[config.mk]
export PLATFORM = sky130hd
export DESIGN_NAME = pulse_width_rf_code_sender_flat
export DESIGN_NICKNAME = d
export VERILOG_FILES = /design/src/sv/pwrf_pkg.sv /design/src/sv/pwrf_in_if.sv /design/src/sv/pwrf_out_if.sv /design/src/sv/pwrf_cfg_if.sv /design/src/sv/pwrf_cfg_regs.sv /design/src/sv/pwrf_seq.sv /design/src/sv/pwrf_out_stage.sv /design/src/sv/pulse_width_rf_code_sender.sv /design/src/flat_wrapper.sv
export VERILOG_INCLUDE_DIRS = /design/src /design/src/sv
export SDC_FILE = /design/constraint.sdc
export NUM_CORES = 1
export LEC_CHECK = 0
export ABC_CLOCK_PERIOD_IN_PS = 13300
export BUFFER_PORTS_ARGS = -buffer_cell sky130_fd_sc_hd__buf_4
export CORE_ASPECT_RATIO = 0.75
export CORE_UTILIZATION = 40
export DETAILED_ROUTE_END_ITERATION = 16
export HOLD_SLACK_MARGIN = 0.03
export PLACE_DENSITY_LB_ADDON = 0.12
export SYNTH_ARGS = -nofsm -noshare
export SYNTH_HDL_FRONTEND = slang
export SYNTH_SLANG_ARGS = --single-unit
export TNS_END_PERCENT = 20
[constraint.sdc]
create_clock -name clk -period 13.3 [get_ports clk]
set_input_delay 0 -clock clk [delete_from_list [all_inputs] [get_ports clk]]
set_output_delay 0 -clock clk [all_outputs]
set_load 0.005 [all_outputs]
[src/sv/pulse_width_rf_code_sender_defines.svh]
// Assertion macros for the pulse-width RF code sender.
// Included by files that carry concurrent checks; expects clk and rst_n in scope.
`ifndef PULSE_WIDTH_RF_CODE_SENDER_DEFINES_SVH
`define PULSE_WIDTH_RF_CODE_SENDER_DEFINES_SVH

`ifndef SYNTHESIS
`define PWRF_ASSERT_IMPL(label, ante, cons, msg) \
    label: assert property (@(posedge clk) disable iff (!rst_n) (ante) |-> (cons)) \
        else $error(msg);
`define PWRF_ASSERT_NEXT(label, ante, cons, msg) \
    label: assert property (@(posedge clk) disable iff (!rst_n) (ante) |=> (cons)) \
        else $error(msg);
`else
`define PWRF_ASSERT_IMPL(label, ante, cons, msg)
`define PWRF_ASSERT_NEXT(label, ante, cons, msg)
`endif

`endif

[src/sv/pwrf_pkg.sv]
// Package for the pulse-width RF code sender: widths, codes, reset values, types.
// No dependencies.
`timescale 1ns / 1ps

package pwrf_pkg;

    localparam int CODE_BITS   = 24;
    localparam int BIT_IDX_W   = $clog2(CODE_BITS);
    localparam int PULSE_W     = 16;
    localparam int GAP_W       = 20;
    localparam int REP_W       = 4;
    localparam int TIMER_W     = 20;
    localparam int CFG_INDEX_W = 4;
    localparam int CFG_DATA_W  = 20;

    localparam logic [PULSE_W-1:0] SHORT_RESET  = PULSE_W'(300);
    localparam logic [PULSE_W-1:0] LONG_RESET   = PULSE_W'(900);
    localparam logic [GAP_W-1:0]   GAP_RESET    = GAP_W'(10000);
    localparam logic [REP_W-1:0]   REPEAT_RESET = REP_W'(6);

    typedef enum logic [CFG_INDEX_W-1:0] {
        REG_SHORT  = 4'd0,
        REG_LONG   = 4'd1,
        REG_GAP    = 4'd2,
        REG_REPEAT = 4'd3
    } cfg_reg_t;

    typedef enum logic [2:0] {
        PH_IDLE       = 3'd0,
        PH_START_HIGH = 3'd1,
        PH_START_LOW  = 3'd2,
        PH_BIT_HIGH   = 3'd3,
        PH_BIT_LOW    = 3'd4,
        PH_GAP        = 3'd5
    } phase_t;

    typedef struct packed {
        logic [PULSE_W-1:0] short_ticks;
        logic [PULSE_W-1:0] long_ticks;
        logic [GAP_W-1:0]   gap_ticks;
        logic [REP_W-1:0]   repeat_count;
    } cfg_t;

    typedef struct packed {
        logic line_level;
        logic busy_res;
        logic done_res;
    } res_t;

    typedef struct packed {
        logic busy;
    } seq_status_t;

endpackage

[src/sv/pwrf_in_if.sv]
// Request channel: one tick with a start flag and a code word.
// Depends on pwrf_pkg.
`timescale 1ns / 1ps

interface pwrf_in_if;
    logic                           valid;
    logic                           ready;
    logic                           start_request;
    logic [pwrf_pkg::CODE_BITS-1:0] code_word;

    modport source (output valid, output start_request, output code_word, input ready);
    modport sink (input valid, input start_request, input code_word, output ready);
endinterface

[src/sv/pwrf_out_if.sv]
// Result channel: line level, busy and done flags for one tick.
// No dependencies.
`timescale 1ns / 1ps

interface pwrf_out_if;
    logic valid;
    logic ready;
    logic line_level;
    logic busy_res;
    logic done_res;

    modport source (output valid, output line_level, output busy_res, output done_res,
                    input ready);
    modport sink (input valid, input line_level, input busy_res, input done_res,
                  output ready);
endinterface

[src/sv/pwrf_cfg_if.sv]
// Configuration write channel: register index and write data.
// Depends on pwrf_pkg.
`timescale 1ns / 1ps

interface pwrf_cfg_if;
    logic                             valid;
    logic                             ready;
    logic [pwrf_pkg::CFG_INDEX_W-1:0] index;
    logic [pwrf_pkg::CFG_DATA_W-1:0]  data;

    modport source (output valid, output index, output data, input ready);
    modport sink (input valid, input index, input data, output ready);
endinterface

[src/sv/pwrf_cfg_regs.sv]
// Configuration registers: pulse lengths, gap length, repeat count.
// Depends on pwrf_pkg and pwrf_cfg_if.
`timescale 1ns / 1ps

module pwrf_cfg_regs (
    input  logic           clk,
    input  logic           rst_n,
    pwrf_cfg_if.sink       cfg,
    output pwrf_pkg::cfg_t regs
);
    import pwrf_pkg::*;

    cfg_t regs_reg;

    assign cfg.ready = 1'b1;
    assign regs      = regs_reg;

    always_ff @(posedge clk or negedge rst_n)
    begin
        if (!rst_n)
        begin
            regs_reg.short_ticks  <= SHORT_RESET;
            regs_reg.long_ticks   <= LONG_RESET;
            regs_reg.gap_ticks    <= GAP_RESET;
            regs_reg.repeat_count <= REPEAT_RESET;
        end
        else if (cfg.valid)
        begin
            case (cfg_reg_t'(cfg.index))
                REG_SHORT:  regs_reg.short_ticks  <= cfg.data[PULSE_W-1:0];
                REG_LONG:   regs_reg.long_ticks   <= cfg.data[PULSE_W-1:0];
                REG_GAP:    regs_reg.gap_ticks    <= cfg.data[GAP_W-1:0];
                REG_REPEAT: regs_reg.repeat_count <= cfg.data[REP_W-1:0];
                default:    ;
            endcase
        end
    end

endmodule

[src/sv/pwrf_seq.sv]
// Frame sequencer: phase, timer, bit index and repeat state; one tick per request.
// Depends on pwrf_pkg.
`timescale 1ns / 1ps

module pwrf_seq (
    input  logic                           clk,
    input  logic                           rst_n,
    input  logic                           tick,
    input  logic                           start_request,
    input  logic [pwrf_pkg::CODE_BITS-1:0] code_word,
    input  pwrf_pkg::cfg_t                 regs,
    output pwrf_pkg::res_t                 res,
    output pwrf_pkg::seq_status_t          status
);
    import pwrf_pkg::*;

    phase_t                 phase_reg, phase_next, ph_e;
    logic [TIMER_W-1:0]     timer_reg, timer_next, timer_e, timer_inc;
    logic [BIT_IDX_W-1:0]   bit_reg, bit_next, bit_e;
    logic [REP_W-1:0]       reps_reg, reps_next, reps_e, reps_dec;
    logic [CODE_BITS-1:0]   code_reg, code_e;
    logic                   cur_bit;
    logic                   done;
    logic [TIMER_W-1:0]     short_len, long_len, gap_len, len;

    always_comb
    begin
        ph_e    = phase_reg;
        timer_e = timer_reg;
        bit_e   = bit_reg;
        reps_e  = reps_reg;
        code_e  = code_reg;
        // start is taken on the same tick it arrives
        if (phase_reg == PH_IDLE && start_request)
        begin
            ph_e    = PH_START_HIGH;
            timer_e = '0;
            bit_e   = '0;
            reps_e  = (regs.repeat_count == '0) ? REP_W'(1) : regs.repeat_count;
            code_e  = code_word;
        end

        cur_bit   = code_e[BIT_IDX_W'(CODE_BITS - 1) - bit_e];
        short_len = (regs.short_ticks == '0) ? TIMER_W'(1) : TIMER_W'(regs.short_ticks);
        long_len  = (regs.long_ticks == '0) ? TIMER_W'(1) : TIMER_W'(regs.long_ticks);
        gap_len   = (regs.gap_ticks == '0) ? TIMER_W'(1) : TIMER_W'(regs.gap_ticks);

        case (ph_e)
            PH_START_HIGH: len = short_len;
            PH_START_LOW:  len = long_len;
            PH_BIT_HIGH:   len = cur_bit ? long_len : short_len;
            PH_BIT_LOW:    len = cur_bit ? short_len : long_len;
            PH_GAP:        len = gap_len;
            default:       len = TIMER_W'(1);
        endcase

        timer_inc  = timer_e + TIMER_W'(1);
        reps_dec   = reps_e - REP_W'(1);
        phase_next = ph_e;
        timer_next = timer_e;
        bit_next   = bit_e;
        reps_next  = reps_e;
        done       = 1'b0;

        if (ph_e != PH_IDLE)
        begin
            timer_next = timer_inc;
            if (timer_inc >= len)
            begin
                timer_next = '0;
                case (ph_e)
                    PH_START_HIGH:
                    begin
                        phase_next = PH_START_LOW;
                    end
                    PH_START_LOW:
                    begin
                        phase_next = PH_BIT_HIGH;
                        bit_next   = '0;
                    end
                    PH_BIT_HIGH:
                    begin
                        phase_next = PH_BIT_LOW;
                    end
                    PH_BIT_LOW:
                    begin
                        if (bit_e != BIT_IDX_W'(CODE_BITS - 1))
                        begin
                            bit_next   = bit_e + BIT_IDX_W'(1);
                            phase_next = PH_BIT_HIGH;
                        end
                        else if (regs.gap_ticks == '0)
                        begin
                            // no gap: frame ends on its last low tick
                            reps_next  = reps_dec;
                            bit_next   = '0;
                            done       = (reps_dec == '0);
                            phase_next = (reps_dec == '0) ? PH_IDLE : PH_START_HIGH;
                        end
                        else
                        begin
                            phase_next = PH_GAP;
                        end
                    end
                    default:
                    begin
                        reps_next  = reps_dec;
                        bit_next   = '0;
                        done       = (reps_dec == '0);
                        phase_next = (reps_dec == '0) ? PH_IDLE : PH_START_HIGH;
                    end
                endcase
            end
        end

        res.line_level = (ph_e == PH_START_HIGH) || (ph_e == PH_BIT_HIGH);
        res.busy_res   = (ph_e != PH_IDLE);
        res.done_res   = done;
        status.busy    = (phase_reg != PH_IDLE);
    end

    always_ff @(posedge clk or negedge rst_n)
    begin
        if (!rst_n)
        begin
            phase_reg <= PH_IDLE;
            timer_reg <= '0;
            bit_reg   <= '0;
            reps_reg  <= '0;
        end
        else if (tick)
        begin
            phase_reg <= phase_next;
            timer_reg <= timer_next;
            bit_reg   <= bit_next;
            reps_reg  <= reps_next;
        end
    end

    always_ff @(posedge clk)
    begin
        if (tick)
        begin
            code_reg <= code_e;
        end
    end

endmodule

[src/sv/pwrf_out_stage.sv]
// Two-entry output buffer (result register plus skid) for the result channel.
// Depends on pwrf_pkg and pwrf_out_if.
`timescale 1ns / 1ps

module pwrf_out_stage (
    input  logic           clk,
    input  logic           rst_n,
    input  logic           push,
    input  pwrf_pkg::res_t data,
    output logic           can_push,
    pwrf_out_if.source     res_out
);
    import pwrf_pkg::*;

    logic main_valid_reg, skid_valid_reg;
    res_t main_data_reg, skid_data_reg;
    logic pop;

    assign can_push           = !skid_valid_reg;
    assign pop                = main_valid_reg && res_out.ready;
    assign res_out.valid      = main_valid_reg;
    assign res_out.line_level = main_data_reg.line_level;
    assign res_out.busy_res   = main_data_reg.busy_res;
    assign res_out.done_res   = main_data_reg.done_res;

    always_ff @(posedge clk or negedge rst_n)
    begin
        if (!rst_n)
        begin
            main_valid_reg <= 1'b0;
            skid_valid_reg <= 1'b0;
        end
        else if (!main_valid_reg || pop)
        begin
            main_valid_reg <= skid_valid_reg || push;
            skid_valid_reg <= 1'b0;
        end
        else if (push)
        begin
            skid_valid_reg <= 1'b1;
        end
    end

    always_ff @(posedge clk)
    begin
        if (!main_valid_reg || pop)
        begin
            main_data_reg <= skid_valid_reg ? skid_data_reg : data;
        end
        else if (push)
        begin
            skid_data_reg <= data;
        end
    end

endmodule

[src/sv/pulse_width_rf_code_sender.sv]
// Pulse-width OOK code sender. The result of an accepted tick request is registered
// in the output buffer; one request per cycle is sustained while the buffer has
// room, as the sequencer updates once per accepted tick. The buffer holds two
// results, so one request is still taken while a result stalls. Reset clears the
// sequencer to idle and loads the register defaults: short 300, long 900, gap 10000, repeat 6.
`timescale 1ns / 1ps
`include "pulse_width_rf_code_sender_defines.svh"

module pulse_width_rf_code_sender (
    input  logic        clk,
    input  logic        rst_n,
    pwrf_in_if.sink     req_in,
    pwrf_out_if.source  res_out,
    pwrf_cfg_if.sink    cfg
);
    import pwrf_pkg::*;

    cfg_t        regs;
    res_t        res;
    seq_status_t status;
    logic        can_push;
    logic        tick;

    assign req_in.ready = can_push;
    assign tick         = req_in.valid && can_push;

    pwrf_cfg_regs u_cfg_regs (
        .clk   (clk),
        .rst_n (rst_n),
        .cfg   (cfg),
        .regs  (regs)
    );

    pwrf_seq u_seq (
        .clk           (clk),
        .rst_n         (rst_n),
        .tick          (tick),
        .start_request (req_in.start_request),
        .code_word     (req_in.code_word),
        .regs          (regs),
        .res           (res),
        .status        (status)
    );

    pwrf_out_stage u_out_stage (
        .clk      (clk),
        .rst_n    (rst_n),
        .push     (tick),
        .data     (res),
        .can_push (can_push),
        .res_out  (res_out)
    );

    `PWRF_ASSERT_IMPL(a_done_while_busy, res_out.valid && res_out.done_res, res_out.busy_res, "done without busy")
    `PWRF_ASSERT_IMPL(a_stall_has_result, !req_in.ready, res_out.valid, "request stalled with no result held")
    `PWRF_ASSERT_NEXT(a_start_goes_busy, tick && !status.busy && req_in.start_request, status.busy, "start did not launch a sequence")

endmodule
[src/flat_wrapper.sv]
// flat-port wrapper written by rule: the top's interface ports become plain ports
module pulse_width_rf_code_sender_flat import pwrf_pkg::*;
  (clk, rst_n, req_in_valid, req_in_start_request, req_in_code_word, req_in_ready, res_out_valid, res_out_line_level, res_out_busy_res, res_out_done_res, res_out_ready, cfg_valid, cfg_index, cfg_data, cfg_ready);
  pwrf_in_if req_in_i ();
  pwrf_out_if res_out_i ();
  pwrf_cfg_if cfg_i ();
  input  logic clk;
  input  logic rst_n;
  input wire logic [$bits(req_in_i.valid)-1:0] req_in_valid;
  input wire logic [$bits(req_in_i.start_request)-1:0] req_in_start_request;
  input wire logic [$bits(req_in_i.code_word)-1:0] req_in_code_word;
  output wire logic [$bits(req_in_i.ready)-1:0] req_in_ready;
  output wire logic [$bits(res_out_i.valid)-1:0] res_out_valid;
  output wire logic [$bits(res_out_i.line_level)-1:0] res_out_line_level;
  output wire logic [$bits(res_out_i.busy_res)-1:0] res_out_busy_res;
  output wire logic [$bits(res_out_i.done_res)-1:0] res_out_done_res;
  input wire logic [$bits(res_out_i.ready)-1:0] res_out_ready;
  input wire logic [$bits(cfg_i.valid)-1:0] cfg_valid;
  input wire logic [$bits(cfg_i.index)-1:0] cfg_index;
  input wire logic [$bits(cfg_i.data)-1:0] cfg_data;
  output wire logic [$bits(cfg_i.ready)-1:0] cfg_ready;
  assign req_in_i.valid = req_in_valid;
  assign req_in_i.start_request = req_in_start_request;
  assign req_in_i.code_word = req_in_code_word;
  assign req_in_ready = req_in_i.ready;
  assign res_out_valid = res_out_i.valid;
  assign res_out_line_level = res_out_i.line_level;
  assign res_out_busy_res = res_out_i.busy_res;
  assign res_out_done_res = res_out_i.done_res;
  assign res_out_i.ready = res_out_ready;
  assign cfg_i.valid = cfg_valid;
  assign cfg_i.index = cfg_index;
  assign cfg_i.data = cfg_data;
  assign cfg_ready = cfg_i.ready;
  pulse_width_rf_code_sender u_core (.clk(clk), .rst_n(rst_n), .req_in(req_in_i), .res_out(res_out_i), .cfg(cfg_i));
endmodule
==> metrics.txt <==
Area growth, synth to finish=22.9%; Largest stage delay, worst path=0.91 ns; Initial Util=41.4%; sequential power share=39.6%; status=finished clean; largest net degree at the start of global routing=55; Antenna diodes=0; WP buf/inv=1; DRC violations left=0; critical path data required time=13.65 ns; Num CTS Buffers=17; Slew Limit Fails=0; I/O Pins=60; Clock Power Share=31.7%; die area=18200 sq um; Iteration-0 DRC Markers=524; max_cap viols=0; CTS sink cnt=120; synth warn=0; top post-synthesis cells by area=dfrtp_1 (27%), edfxtp_1 (13%), mux2_2 (9.4%), nand2_1 (8.0%), dfstp_2 (5.6%); RSZ-0062 raised after global routing=no; synthesized flop and latch total=120; LEAKAGE=0.00360 uW; Core Area=17000 sq um; Max-slew headroom=17.9%; max reg flops=56; met1 WL=8950 microns; part of the Yosys area used for sequential elements=45.0%; max frequency=0.168 GHz; worst-skew pair later-pin latency=0.42 ns; Hold Crit Class=input pin to flip-flop; GRT overflow=0; path type of the worst setup path=flip-flop to flip-flop; Main synth FF type=dfrtp_1; Hold Vio Cnt, Final=0; Syn Nets=795; Tightest Pin Transition=1.23 ns; Die Span X=155 microns; Vias per Instance=5.59; wire length of the first global-routing pass=29200 microns; drt first pass iters=5; routed wl met2=7810 microns; Setup crit start kind=flip-flop; min cycle time layout=5.95 ns; Routed WL=18000 microns; H-tree depth=4; CP Max Fanout=45; post-DP HPWL=12500 microns; clock-pin slew on the worst setup and hold paths=0.05 ns; switching pwr=461 uW; cells after synthesis=716; Async SR Flop Fraction=75.0%; ratio of cells with drive above 1 in the final layout=24.0%; area leader, netlist=dfrtp_1; DR top layer=met4; endpoints failing setup=0; routed via count=5894; commonest non-fill, non-tap cell in the layout=nand2_1; Synth cell types=69; WL/cell=17.1 microns; Placer Congestion=0.808; VDD IR-drop max=0.0000738 V; delay-heaviest family, CP=simple AND/OR/NAND/NOR gates; Final ANT Viol Nets=0; slowest cell on the critical path=o211ai_2; area share of the largest cell type after synthesis=26.6%; overall routing resource usage=21.0%; Power, Total=1360 uW; nets=884; Critical Path AT=6.31 ns; vias in the first global route=5570; combinational power share=28.7%; switching share of power=33.8%; period utilization=44.8%; post-CTS setup buffers=0; deepest clock path buffer count=2; most frequent cells in the layout=nand2_1 (150), dfrtp_1 (75), buf_4 (66); Power Dens Cells=157 nW/um^2; initial antenna violation count=0; crit path cell chain=or4b_4 -> and2_1 -> ha_1 -> nor4_1 -> o221ai_2 -> o211ai_2 -> a21oi_1 -> ha_1 -> and4_1 -> a21oi_1 -> and3_1 -> a21oi_2 -> buf_4 -> and2_0 -> a32o_1; syn_area_per_cell=9.85 sq um; number of synthesized flops with an enable pin=30; Setup crit end kind=flip-flop; met3 WL=860 microns; setup TNS=0 ns; Internal=902 uW; Post-Syn Area=7050 sq um; clk root buf=clkbuf_16; Final Skew=0.00650 ns; Die H=117 microns; CTS tree=yes; IO Port Bufs=58; row cnt=41
## through the flow
step	util (%)	hold WS, ns	cells	cell area (sq um)	setup WS [ns]
detailed placement	44.8	0.0435	974	7630	7.39
global route	50.9	0.0854	1054	8660	7.03
CTS	50.9	0.0607	1054	8660	7.38
global placement	44.8	0.0360	974	7630	7.56
floorplan	-	-0.296	716	7050	8.41
finish	50.9	0.0706	1054	8660	7.35
## path summary, 6_finish.rpt
path                                                       startpoint  cells past startpoint  slack (ns)                                            to
worst max register to register  u_core.u_seq.phase_reg[0]$_DFFE_PN0P_                     15        7.35           u_core.u_seq.bit_reg[1]$_DFFE_PN0P_
worst min register to register  u_core.u_seq.timer_reg[1]$_DFFE_PN0P_                      2        0.50         u_core.u_seq.timer_reg[1]$_DFFE_PN0P_
worst min-delay path                                     cfg_index[0]                      3        0.07         u_core.u_cfg_regs.regs[2]$_DFFE_PN1P_
worst max-delay path            u_core.u_seq.phase_reg[0]$_DFFE_PN0P_                     15        7.35           u_core.u_seq.bit_reg[1]$_DFFE_PN0P_
min in group asynchronous                                       rst_n                      2        0.12  u_core.u_out_stage.res_out.valid$_DFFE_PN0N_
max in group asynchronous                                       rst_n                      3       12.17        u_core.u_cfg_regs.regs[37]$_DFFE_PN0P_
## logic make-up after synthesis
| family | share of synthesized area [%] |
|---|---|
| adder cells (fa/ha/maj) | 4.44 |
| multiplexers | 11.2 |
| AND/OR/NAND/NOR | 17.9 |
| XOR/XNOR | 2.73 |
| flip-flops | 45.0 |
| other | 0.0532 |
| buffers and inverters | 3.90 |
| AO/OA/AOI/OAI | 14.7 |
## per-layer routing
layer,GRT usage (%),vias to the layer above
li1,-,2796
met4,7.65,0
met1,30.1,2889
met3,4.16,33
met5,0,-
met2,31.5,176
## worst register-to-register path: stages, from the launching register on
cell and delay (ns):
dfrtp_1 0.57, or4b_4 0.83, and2_1 0.28, ha_1 0.31
nor4_1 0.34, o221ai_2 0.48, o211ai_2 0.92, a21oi_1 0.26
ha_1 0.34, and4_1 0.26, a21oi_1 0.08, and3_1 0.22
a21oi_2 0.12, buf_4 0.31, and2_0 0.35, a32o_1 0.21
## timing repair
action | in CTS | in global routing
hold buffers | 48 | 0
hold endpoints to repair | 125 | 0
resized for setup | 0 | 0
## synth_stat cells (3+ instances only)
cell type and instances:
edfxtp_1 30, and3_1 3, buf_6 6, dfstp_2 15, dfrtp_1 75, a21oi_2 10
and2_1 6, or3_1 3, nand2_1 150, nor4_1 17, o211ai_1 3, a211oi_1 4
mux4_2 3, o21ai_0 35, o41ai_1 6, o22ai_1 4, nor3_1 11, nand4_1 5
a22o_1 9, xor2_1 11, mux2_2 59, and4_1 3, inv_1 12, a32oi_1 15
clkbuf_1 21, nor2_1 44, ha_1 25, a21oi_1 25, nor2b_1 5, xnor2_1 11
mux2i_1 6, nand3_1 18, a32o_1 3, buf_2 9, buf_1 5, nand2b_1 4
o31ai_1 5
## area by class of cell
| class | count | area [sq um] |
|---|---|---|
| clock buffer | 23 | 478 |
| clock inverter | 9 | 73.8 |
| fill | 1569 | 8370 |
| inverter | 12 | 45.0 |
| multi-input combinational | 540 | 3620 |
| sequential | 120 | 3170 |
| tap | 236 | 295 |
| timing repair buffer | 114 | 976 |
## power by group through the flow
stage | registers, uW | logic (uW) | clock network, uW
floorplan | 501 | 318 | 0
finish | 540 | 391 | 432
global placement | 542 | 363 | 0
CTS | 537 | 391 | 442
detailed placement | 543 | 377 | 0
global route | 549 | 436 | 458
(Power assumes the default switching activity.)
